$ cat src/rtl/core/mbgs_pkg.sv
package mbgs_pkg;

  // grid geometry (64 x 64 cells, row-major address {row, column})
  localparam int GRID_W_BITS = 6;
  localparam int GRID_H_BITS = 6;
  localparam int ADDR_W      = GRID_W_BITS + GRID_H_BITS;
  localparam int MEM_DEPTH   = 1 << ADDR_W;

  // field widths
  localparam int DIST_W     = 16;
  localparam int POS_W      = 24;
  localparam int REL_W      = POS_W + 1;
  localparam int INV_W      = 17;
  localparam int FRAC_W     = 16;
  localparam int GRID_POS_W = 34;
  localparam int T_W        = FRAC_W + 1;
  localparam int CELL_W     = GRID_W_BITS + 2;
  localparam int W_W        = 2 * FRAC_W + 1;
  localparam int SUM_W      = DIST_W + 2 * FRAC_W;
  localparam int NUM_W      = SUM_W + 1;
  localparam int QUO_W      = DIST_W;
  localparam int QUO_CNT_W  = $clog2(QUO_W + 1);

  // shared multiplier operands and product
  localparam int MUL_A_W = GRID_POS_W;
  localparam int MUL_B_W = INV_W + 1;
  localparam int PROD_W  = MUL_A_W + MUL_B_W;

  // configuration port
  localparam int CFG_IDX_W  = 3;
  localparam int CFG_DATA_W = 24;

  // Q.16 constants
  localparam logic [T_W-1:0] ONE_Q16  = T_W'(65536);
  localparam logic [T_W-1:0] HALF_Q16 = T_W'(32768);

  // configuration register indexes
  typedef enum logic [CFG_IDX_W-1:0] {
    CFG_OFFSET_X    = 3'd0,
    CFG_OFFSET_Y    = 3'd1,
    CFG_INV_TILE_W  = 3'd2,
    CFG_UNREACHED   = 3'd3,
    CFG_FIELD_READY = 3'd4
  } cfg_reg_t;

  // request kinds carried in tuser
  typedef enum logic {
    REQ_WRITE = 1'b0,
    REQ_QUERY = 1'b1
  } req_t;

  typedef enum logic [3:0] {
    ST_CLEAR,
    ST_IDLE,
    ST_MUL_X,
    ST_MUL_Y,
    ST_LATCH_Y,
    ST_SETUP,
    ST_NB_ADDR,
    ST_NB_READ,
    ST_NB_WMUL,
    ST_NB_ACC,
    ST_FINISH,
    ST_CENTER,
    ST_DIVIDE,
    ST_DONE
  } state_t;

  // divider status back to the sequencer
  typedef struct packed {
    logic busy;
    logic done;
  } div_status_t;

endpackage

$ cat src/rtl/core/mbgs_div.sv
module mbgs_div
  import mbgs_pkg::*;
(
  input  logic               clk,
  input  logic               rst,
  input  logic               start,
  input  logic [NUM_W-1:0]   num,
  input  logic [W_W-1:0]     den,
  output div_status_t        status,
  output logic [QUO_W-1:0]   quot
);

  // restoring division, one quotient bit per cycle; num < den * 2^16 is given
  logic [W_W-1:0]       rem;
  logic [QUO_W-1:0]     shreg;
  logic [QUO_CNT_W-1:0] cnt;
  logic                 busy;
  logic                 done;

  logic [W_W:0]   trial;
  logic [W_W+1:0] diff;
  logic           ge;

  // trial subtract of the shifted partial remainder
  always_comb begin
    trial = {rem, shreg[QUO_W-1]};
    diff  = {1'b0, trial} - {2'b00, den};
    ge    = ~diff[W_W+1];
  end

  // control
  always_ff @(posedge clk) begin
    if (rst) begin
      busy <= 1'b0;
      done <= 1'b0;
      cnt  <= '0;
    end else begin
      done <= 1'b0;
      if (start) begin
        busy <= 1'b1;
        cnt  <= QUO_CNT_W'(QUO_W);
      end else if (busy) begin
        cnt <= cnt - QUO_CNT_W'(1);
        if (cnt == QUO_CNT_W'(1)) begin
          busy <= 1'b0;
          done <= 1'b1;
        end
      end
    end
  end

  // remainder and quotient shift register
  always_ff @(posedge clk) begin
    if (start) begin
      rem   <= num[NUM_W-1:QUO_W];
      shreg <= num[QUO_W-1:0];
    end else if (busy) begin
      rem   <= ge ? diff[W_W-1:0] : trial[W_W-1:0];
      shreg <= {shreg[QUO_W-2:0], ge};
    end
  end

  assign status.busy = busy;
  assign status.done = done;
  assign quot        = shreg;

endmodule

$ cat config.mk
export PLATFORM = sky130hd
export DESIGN_NAME = mbgs_div
export DESIGN_NICKNAME = d
export VERILOG_FILES = /design/src/rtl/core/mbgs_pkg.sv /design/src/rtl/core/mbgs_div.sv
export SDC_FILE = /design/constraint.sdc
export NUM_CORES = 1
export LEC_CHECK = 0
export BUFFER_PORTS_ARGS = -buffer_cell sky130_fd_sc_hd__buf_2
export CAP_MARGIN = 30
export CELL_PAD_IN_SITES_DETAIL_PLACEMENT = 1
export CELL_PAD_IN_SITES_GLOBAL_PLACEMENT = 1
export CORE_ASPECT_RATIO = 0.5
export CORE_MARGIN = 2
export CORE_UTILIZATION = 30
export CTS_CLUSTER_DIAMETER = 200
export DETAILED_ROUTE_END_ITERATION = 6
export GPL_TIMING_DRIVEN = 0
export PLACE_DENSITY_LB_ADDON = 0.1
export SLEW_MARGIN = 5
export SYNTH_ARGS = -nofsm -noshare
export SYNTH_HDL_FRONTEND = slang
export SYNTH_SLANG_ARGS = --single-unit
$ cat constraint.sdc
create_clock -name clk -period 4.3 [get_ports clk]
set_input_delay 0.86 -clock clk [delete_from_list [all_inputs] [get_ports clk]]
set_output_delay 0.86 -clock clk [all_outputs]
set_load 0.1 [all_outputs]
==> run_results.csv, run 1 <==
group,metric,value,unit
grt,grt_start_max_net_pins,28,
grt,grt_pass1_wl,21.22,mm
routing,drt_iter0_drc,191,
timing,worstMarginPinSlew,0.7150,ns
timing,tns,0,ns
worst_setup_path,crit_buf_inv,3,
routing,drtPass1Iterations,5,
timing,finalSetupViolCount,0,
grt,grt_pass1_vias,4031,
worst_setup_path,critPathTopFamily,"compound AO/OA/AOI/OAI gates",
worst_setup_path,critPathMaxStageDelay,0.49,ns
grt,track_usage,0.1663,
logic_synthesis,async_reset_ff_frac,0,
floorplan,die_w,179.2,um
timing,hold_violations,0,
pwr,ir_drop,0.0001732,V
final_layout,diodes,0,
placement,port_buffers,101,
floorplan,die_h,91.59,um
final_layout,nNetsFinal,706,
worst_setup_path,timing.critical_path.mode_cell,"a31oi_4",
floorplan,rows,31,
routing,via_per_inst,4.856,
logic_synthesis,synth_edf_count,49,
routing,vias,3807,
routing,wl,13.09,mm
clock_tree,cts_tree,"done",
floorplan,start_util,0.3123,
worst_setup_path,rrSetupSlack,0.56,ns
clock_tree,cts_resized,0,
worst_setup_path,crit_arrival,4.03,ns
clock_tree,cts-buffers-inserted,5,
pwr,p_leak,2.460,nW
clock_tree,cts-root-buf,"clkbuf_16",
pwr,power.density,536.9,nW/um^2
worst_setup_path,crit_required,4.36,ns
pwr,power.total,2.966,mW
timing,slew_viol_final,0,
clock_tree,numClockSinks,56,
clock_tree,path_clk_slew,0.08,ns
final_layout,area_delta_synth_final,20.01,%
logic_synthesis,syn-cell-area,4603,um^2
hold_path,hp-class,"flip-flop to flip-flop",
floorplan,die_area,16410,um^2
timing,slew_headroom,0.5233,
logic_synthesis,yosysSeqAreaShare,0.3501,
logic_synthesis,syn_inst,476,
logic_synthesis,synth_flop_cell,"edfxtp_1",
timing,clock_skew,0.007620,ns
logic_synthesis,syn_nets,597,
routing,drc,0,
grt,overflow,0,
floorplan,num_io_pins,103,
worst_setup_path,crit_slowest_cell,"a31oi_4",
floorplan,core-area,14740,um^2
clock_tree,clockBufferDepth,2,
timing,max_freq,0.2517,GHz
grt,antenna_found_initial,0,
worst_setup_path,endpoint_kind,"flip-flop",
worst_setup_path,cp-start-kind,"input port",
clock_tree,clkLatencyLatePin,0.31,ns
logic_synthesis,synth_cell_types,64,
status,outcome,"finished, final reports clean",
final_layout,drive_gt1_frac,0.2747,
placement,place_congestion,0.8187,
worst_setup_path,cp_cell_sequence,"buf_2, ha_1, inv_1, fa_1, a21oi_2, o21ai_2, a21o_2, a31oi_4, o41ai_4, a41oi_2, a31oi_4, buf_8, mux2_1, mux2_2",
timing,rsz0062_at_grt,"no",
logic_synthesis,synth-seq-cells,56,
placement,dp_hpwl,10.49,mm
logic_synthesis,postSynthAreaPerCell,9.671,um^2
routing,avgRoutedWirePerCell,16.70,um
clock_tree,htree_levels,2,
routing,postRouteAntennaNets,0,
worst_setup_path,cp_max_fo,10,
clock_tree,holdBufCountCts,0,
worst_setup_path,worstSetupPathType,"input port to flip-flop",
clock_tree,cts_setup_buffers,0,
logic_synthesis,synth_warnings,0,
timing,fin_crit,3.973,ns
timing,fin_crit_sh,0.9239,
job,maxCapViolCount,0,
==> through the flow <==
step	instance area (um^2)	utilization	instances	hold WS (ns)	worst slack, ns
6_report	5524	0.3748	784	0.5149	0.3271
2_1_floorplan	4603	-	476	0.4683	0.4288
3_3_place_gp	5356	0.3634	775	0.4887	-0.02804
3_5_place_dp	5376	0.3648	776	0.5097	-0.05076
4_1_cts	5524	0.3748	784	0.5153	0.2799
5_1_grt	5524	0.3748	784	0.5663	0.1596
==> logic make-up (layout without fill, tap and decap cells) <==
| logic type | count (synthesis) | in the layout | share of synthesized area |
|---|---|---|---|
| buffers and inverters | 61 | 171 | 0.06143 |
| AND/OR/NAND/NOR | 111 | 111 | 0.1163 |
| flip-flops | 56 | 56 | 0.3501 |
| XOR/XNOR | 33 | 33 | 0.06279 |
| multiplexers | 55 | 55 | 0.1294 |
| adder cells (fa/ha/maj) | 36 | 36 | 0.09948 |
| AO/OA/AOI/OAI | 124 | 124 | 0.1805 |
==> cells in the final DEF (no fill, tap or decap), types with 4 or more instances in the layout <==
cell type and count:
nor2_1 20, o21bai_1 5, clkbuf_16 5, edfxtp_1 49, nand2_1 47, a21oi_1 33
o31ai_1 4, nor3_1 9, inv_1 43, mux2_1 7, clkbuf_1 11, mux2_2 29
nand3_1 6, o21ai_1 22, mux2i_1 19, ha_1 35, o21a_1 5, nand4_1 4
a21o_1 8, xnor2_1 23, dfxtp_1 7, xor2_1 10, buf_2 103, a31oi_1 6
o21ai_0 15, and3_1 5
==> metal layers <==
layer,vias up,global-route usage,part of all wire
met4,0,0.02016,0.0045
met5,-,0,0
met2,69,0.2513,0.41
met3,5,0.03978,0.050
met1,1777,0.2445,0.53
li1,1956,-,-
==> synthesized netlist by cell type, types with 7 or more instances <==
master / n / area, um^2
clkbuf_1: 11 / 41.29
nand2_1: 47 / 176.4
xor2_1: 10 / 87.58
nor2_1: 20 / 75.07
a21o_1: 8 / 60.06
o21ai_1: 22 / 110.1
mux2i_1: 19 / 190.2
mux2_2: 29 / 326.6
mux2_1: 7 / 78.83
dfxtp_1: 7 / 140.1
xnor2_1: 23 / 201.4
o21ai_0: 15 / 75.07
a21oi_1: 33 / 165.2
inv_1: 43 / 161.4
nor3_1: 9 / 45.04
ha_1: 35 / 437.9
edfxtp_1: 49 / 1471
==> registers in the layout (all words and copies together) (netlist names) <==
name  cells
rem      33
quot     16
cnt       5
busy      1
done      1
==> tightest hold or removal path, delay by kind of cell (launching register included) <==
family | cells | cell delay (ns)
flip-flops | 1 | 0.33
AND/OR/NAND/NOR | 1 | 0.08
AO/OA/AOI/OAI | 1 | 0.06
==> final timing paths <==
check                 startpoint                  end  cells after the start
min reg2reg  cnt[1]$_SDFFE_PP0P_  cnt[1]$_SDFFE_PP0P_                      2
min          cnt[1]$_SDFFE_PP0P_  cnt[1]$_SDFFE_PP0P_                      2
max reg2reg   quot[15]$_DFFE_PP_    rem[29]$_DFFE_PP_                     14
max                       den[0]    rem[29]$_DFFE_PP_                     14
==> cell type report <==
class / instances / area [um^2]
Multi-Input combinational cell: 359 / 2709
Tap cell: 198 / 247.7
Sequential cell: 56 / 1612
Fill cell: 1749 / 9215
Timing Repair Buffer: 102 / 525.5
Clock buffer: 5 / 125.1
Buffer: 18 / 121.4
Inverter: 43 / 161.4
Clock inverter: 3 / 22.52
==> report_power, final <==
group	switching [mW]	internal, mW
logic	0.987	0.718
clock network	0.226	0.220
registers	0.0640	0.751
Power figures use the tool's default switching activity.
==> inputs of run 2 (changes only) <==
--- a/config.mk
+++ b/config.mk
@@ -9,7 +9,7 @@
 export CAP_MARGIN = 30
 export CELL_PAD_IN_SITES_DETAIL_PLACEMENT = 1
 export CELL_PAD_IN_SITES_GLOBAL_PLACEMENT = 1
-export CORE_ASPECT_RATIO = 0.5
+export CORE_ASPECT_RATIO = 1.75
 export CORE_MARGIN = 2
 export CORE_UTILIZATION = 30
 export CTS_CLUSTER_DIAMETER = 200
==> run 2 against run 1 <==
  * First-iteration DRC count decreased by 50%
  * Largest power group unchanged
  * Design area increased by 0.16%
  * Highest routed layer unchanged
  * Critical path depth unchanged
  * Critical path type unchanged
  * Core utilization decreased by 0.38 points
==> run_results.csv, run 2 (synthesis gave the netlist of run 1 again) <==
group,metric,value,unit
placement,port_buffers,101,
grt,track_usage,0.1764,
final_layout,drive_gt1_frac,0.2747,
worst_setup_path,crit_arrival,3.97,ns
final_layout,area_delta_synth_final,20.20,%
routing,avgRoutedWirePerCell,18.34,um
timing,rsz0062_at_grt,"no",
worst_setup_path,cp_max_fo,10,
clock_tree,htree_levels,2,
grt,grt_pass1_vias,4500,
status,outcome,"finished, final reports clean",
timing,clock_skew,0.006206,ns
hold_path,min_path_cells,2,
grt,overflow,0,
worst_setup_path,cp-start-kind,"input port",
pwr,power.density,553.3,nW/um^2
clock_tree,path_clk_slew,0.09,ns
final_layout,final_core_util,0.3710,
worst_setup_path,r2r-end,"rem[19]$_DFFE_PP_",
routing,drt_iter0_drc,96,
job,maxCapViolCount,0,
final_layout,diodes,0,
clock_tree,cts_tree,"done",
timing,holdWs,0.5202,ns
clock_tree,cts_setup_buffers,0,
hold_path,hp-start,"cnt[1]$_SDFFE_PP0P_",
timing,fin_crit,3.903,ns
final_layout,largest_reg_flops,33,
worst_setup_path,r2r-start,"quot[15]$_DFFE_PP_",
routing,postRouteAntennaNets,0,
final_layout,stdcell_count,769,
timing,slew_headroom,0.5267,
timing,tns,0,ns
floorplan,num_io_pins,103,
pwr,power.total,3.061,mW
routing,drtPass1Iterations,4,
clock_tree,numClockSinks,56,
clock_tree,cts-root-buf,"clkbuf_16",
routing,drc,0,
worst_setup_path,ff2ff_path_depth,14,
grt,grt_pass1_wl,23.19,mm
timing,slew_viol_final,0,
clock_tree,cts-buffers-inserted,5,
floorplan,rows,59,
final_layout,nNetsFinal,706,
worst_setup_path,endpoint_kind,"flip-flop",
placement,place_congestion,0.8623,
final_layout,final_cell_area,5533,um^2
final_layout,largest-register,"rem",
routing,via_per_inst,5.083,
worst_setup_path,crit_required,4.37,ns
pwr,ir_drop,0.0002012,V
timing,worstMarginPinSlew,0.7100,ns
timing,max_freq,0.2562,GHz
placement,dp_hpwl,11.40,mm
routing,wl,14.10,mm
hold_path,whs_endpoint,"cnt[1]$_SDFFE_PP0P_",
placement,dp_slack,0.02361,ns
timing,hold_violations,0,
floorplan,die_w,97.64,um
timing,fin_crit_sh,0.9076,
clock_tree,clockBufferDepth,2,
timing,worst_slack,0.3972,ns
final_layout,final_cell_mix,"buf_2 (103), edfxtp_1 (49), nand2_1 (47)",
worst_setup_path,worstSetupPathType,"input port to flip-flop",
final_layout,layout_commonest_cell,"buf_2",
worst_setup_path,rrSetupSlack,0.59,ns
grt,antenna_found_initial,0,
floorplan,start_util,0.3087,
placement,placed_cells,761,
timing,finalSetupViolCount,0,
floorplan,die_area,16390,um^2
clock_tree,clkLatencyLatePin,0.31,ns
placement,postPlaceCellArea,5358,um^2
floorplan,die_h,167.9,um
grt,grt_start_max_net_pins,29,
hold_path,hp-class,"flip-flop to flip-flop",
clock_tree,holdBufCountCts,0,
floorplan,core-area,14910,um^2
pwr,p_leak,2.472,nW
clock_tree,cts_resized,0,
routing,vias,3909,
run 2: worst max-delay path by stage:
stage	slack (ns)	end	startpoint	depth (start not counted)
finish	0.40	rem[19]$_DFFE_PP_	den[0]	14
global route	0.20	rem[19]$_DFFE_PP_	den[0]	14
CTS	0.34	rem[19]$_DFFE_PP_	den[0]	14
detailed placement	0.02	rem[19]$_DFFE_PP_	den[0]	14
global placement	0.04	rem[19]$_DFFE_PP_	den[0]	14
floorplan	0.43	rem[19]$_DFFE_PP_	quot[15]$_DFFE_PP_	14
run 2: worst max-delay path, cell delays in order:
cell	delay, ns
buf_2	0.10
ha_1	0.19
inv_1	0.07
fa_1	0.22
a21oi_2	0.09
o21ai_2	0.13
a21o_2	0.17
a31oi_4	0.14
o41ai_4	0.40
a41oi_2	0.24
a31oi_4	0.48
buf_8	0.23
mux2_1	0.36
mux2_2	0.27
run 2: area by class of cell:
class | instances | area (um^2)
fill | 1795 | 9379
buffer | 18 | 121.4
sequential | 56 | 1612
clock inverter | 3 | 50.05
inverter | 43 | 161.4
tap | 183 | 229.0
multi-input combinational | 359 | 2709
clock buffer | 5 | 125.1
timing repair buffer | 102 | 525.5
run 2: power breakdown:
part / switching (mW) / internal [mW]
clock: 0.233 / 0.283
combinational: 1.01 / 0.719
sequential: 0.0666 / 0.751
total: 1.31 / 1.75
run 2: routing by layer:
metal | wire length [um] | part of all wire | up-vias | GRT usage
met4 | 349 | 0.025 | 0 | 0.05616
met3 | 367 | 0.026 | 19 | 0.02159
met2 | 7912 | 0.56 | 76 | 0.3490
met1 | 5474 | 0.39 | 1862 | 0.1904
li1 | - | - | 1952 | -
met5 | 0 | 0 | - | 0
==> inputs of run 3 (changes only) <==
--- a/config.mk
+++ b/config.mk
@@ -5,6 +5,7 @@
 export SDC_FILE = /design/constraint.sdc
 export NUM_CORES = 1
 export LEC_CHECK = 0
+export ABC_AREA = 1
 export BUFFER_PORTS_ARGS = -buffer_cell sky130_fd_sc_hd__buf_2
 export CAP_MARGIN = 30
 export CELL_PAD_IN_SITES_DETAIL_PLACEMENT = 1
==> run 3 against run 2 <==
  * Clock-buffer cell count is 1 higher
  * Design area is 20% higher
  * Synthesized cell count is 92% higher
  * Clock skew hardly changed
  * Hold slack worse by 0.065 ns
  * Sequential power is 3.3% lower
  * Critical path depth is 1 lower
  * Die area is 22% higher
  * Combinational power is 5% lower
==> run_results.csv, run 3 <==
group,metric,value,unit
logic_synthesis,yosysSeqAreaShare,0.2841,
worst_setup_path,crit_required,4.38,ns
worst_setup_path,cp_max_fo,10,
placement,port_buffers,101,
pwr,p_leak,3.792,nW
routing,drt_iter0_drc,193,
clock_tree,clkLatencyLatePin,0.32,ns
clock_tree,cts-root-buf,"clkbuf_16",
logic_synthesis,yosys.area.top_type,"nand2_1",
logic_synthesis,synth_most_common_cell,"nand2_1",
logic_synthesis,syn-cell-area,5673,um^2
logic_synthesis,synth_edf_count,49,
final_layout,layout_commonest_cell,"nand2_1",
clock_tree,htree_levels,2,
pwr,ir_drop,0.0001831,V
final_layout,drive_gt1_frac,0.1458,
clock_tree,numClockSinks,56,
clock_tree,cts-buffers-inserted,5,
timing,slew_headroom,0.5725,
placement,dp_slack,1.136,ns
grt,grt_pass1_vias,6081,
grt,grt_start_max_net_pins,27,
final_layout,final_cell_mix,"nand2_1 (408), inv_1 (164), buf_2 (106)",
worst_setup_path,cp-start-kind,"input port",
worst_setup_path,worstSetupPathType,"input port to flip-flop",
timing,tns,0,ns
clock_tree,clockBufferDepth,2,
logic_synthesis,synth_warnings,0,
logic_synthesis,synth_area_leaders,"nand2_1 (27%), edfxtp_1 (26%), inv_1 (11%)",
final_layout,regArea,1612,um^2
placement,placed_cells,1252,
floorplan,rows,66,
routing,avgRoutedWirePerCell,15.85,um
placement,dp_hpwl,17.10,mm
floorplan,die_w,108.0,um
timing,rsz0062_at_grt,"no",
logic_synthesis,syn_inst,912,
logic_synthesis,yosys.area.top_type_share,0.2706,
floorplan,num_io_pins,103,
grt,antenna_found_initial,0,
routing,drc,0,
routing,drtPass1Iterations,4,
timing,finalSetupViolCount,0,
final_layout,multi_input_area,3307,um^2
logic_synthesis,synth-seq-cells,56,
job,maxCapViolCount,0,
logic_synthesis,synth_flop_cell,"edfxtp_1",
worst_setup_path,crit_arrival,2.89,ns
logic_synthesis,ys_top_cells_by_count,"nand2_1 (409), inv_1 (164), nand3_1 (68)",
logic_synthesis,syn_nets,1033,
logic_synthesis,async_reset_ff_frac,0,
final_layout,stdcell_count,1260,
floorplan,die_h,185.9,um
final_layout,diodes,0,
final_layout,fill_cells,2511,
final_layout,area_delta_synth_final,17.09,%
timing,holdWs,0.4549,ns
grt,track_usage,0.2097,
timing,fin_crit,2.813,ns
status,outcome,"finished, final reports clean",
pwr,power.density,433.2,nW/um^2
final_layout,largest-register,"rem",
floorplan,core-area,18580,um^2
floorplan,die_area,20070,um^2
hold_path,hp-class,"flip-flop to flip-flop",
final_layout,largest_reg_flops,33,
timing,worstMarginPinSlew,0.6390,ns
clock_tree,cts_tree,"done",
clock_tree,cts_resized,0,
logic_synthesis,synth_cell_types,37,
final_layout,nNetsFinal,1142,
timing,worst_slack,1.487,ns
placement,place_congestion,0.8325,
clock_tree,cts_setup_buffers,0,
timing,fin_crit_sh,0.6542,
worst_setup_path,endpoint_kind,"flip-flop",
timing,hold_violations,0,
grt,grt_pass1_wl,31.60,mm
routing,postRouteAntennaNets,0,
routing,wl,19.98,mm
timing,slew_viol_final,0,
grt,overflow,0,
clock_tree,holdBufCountCts,0,
logic_synthesis,postSynthAreaPerCell,6.220,um^2
routing,vias,5802,
timing,clock_skew,0.005836,ns
clock_tree,path_clk_slew,0.08,ns
floorplan,start_util,0.3053,
routing,via_per_inst,4.605,
timing,max_freq,0.3555,GHz
[run 3: changes by cell type in the layout (fill, tap and decap cells not counted), sizes merged, moves of 19 or more]
| cell | delta |
|---|---|
| nor2 | +29 |
| mux2 | -36 |
| nand3 | +63 |
| mux2i | -19 |
| inv | +125 |
| o21ai | -33 |
| nand3b | +23 |
| nand2 | +370 |
[run 3: metrics by stage]
step	util	area [um^2]	power, mW
2_1_floorplan	-	5673	1.980
3_3_place_gp	0.3486	6476	2.460
3_5_place_dp	0.3498	6499	2.474
4_1_cts	0.3575	6643	2.925
5_1_grt	0.3575	6643	3.145
6_report	0.3575	6643	2.878
[run 3: final cells by class]
cell class                      instances  area share
Multi-Input combinational cell        666      0.4978
Inverter                              170     0.09606
Clock buffer                            6     0.01940
Buffer                                 20     0.01789
Tap cell                              238     0.04483
Timing Repair Buffer                  102     0.07911
Sequential cell                        56      0.2426
Clock inverter                          2    0.002260
[run 3: path summary, 6_finish.rpt]
check                             end  slack (ns)                 from  cells after the start
hold reg to reg   cnt[3]$_SDFFE_PP0P_        0.45  cnt[3]$_SDFFE_PP0P_                      1
hold / removal    cnt[3]$_SDFFE_PP0P_        0.45  cnt[3]$_SDFFE_PP0P_                      1
setup reg to reg     rem[0]$_DFFE_PP_        1.57   quot[15]$_DFFE_PP_                     13
setup / recovery     rem[0]$_DFFE_PP_        1.49               den[0]                     13
[run 3: report_power, final]
group	internal (mW)	total (mW)	switching [mW]
clock	0.219	0.440	0.221
combinational	0.541	1.65	1.11
sequential	0.722	0.791	0.0692
[run 3: layer usage]
| metal | GRT usage | up-vias | part of all wire | routed length [um] |
|---|---|---|---|---|
| li1 | - | 3015 | - | - |
| met2 | 0.4121 | 80 | 0.55 | 11030 |
| met5 | 0 | - | 0 | 0 |
| met3 | 0.01926 | 22 | 0.022 | 440 |
| met4 | 0.08103 | 0 | 0.033 | 665 |
| met1 | 0.2247 | 2685 | 0.39 | 7838 |
[run 3: kinds of logic (layout without fill, tap and decap cells)]
family | count (synthesis) | in the layout | share of synthesized area
simple gates | 583 | 583 | 0.4457
buf+inv | 190 | 300 | 0.1334
flops | 56 | 56 | 0.2841
fa+ha+maj | 36 | 36 | 0.08072
compound gates | 32 | 32 | 0.03286
xor+xnor | 15 | 15 | 0.02316
[run 3: critical path, cell delays in order]
cell	delay, ns
buf_2	0.08
ha_1	0.14
inv_1	0.08
fa_1	0.47
nand3_1	0.14
nand3_2	0.18
nand2_2	0.14
nand2_4	0.08
nand2_8	0.12
buf_2	0.30
nand3_1	0.13
nand3_1	0.11
nand2_1	0.05
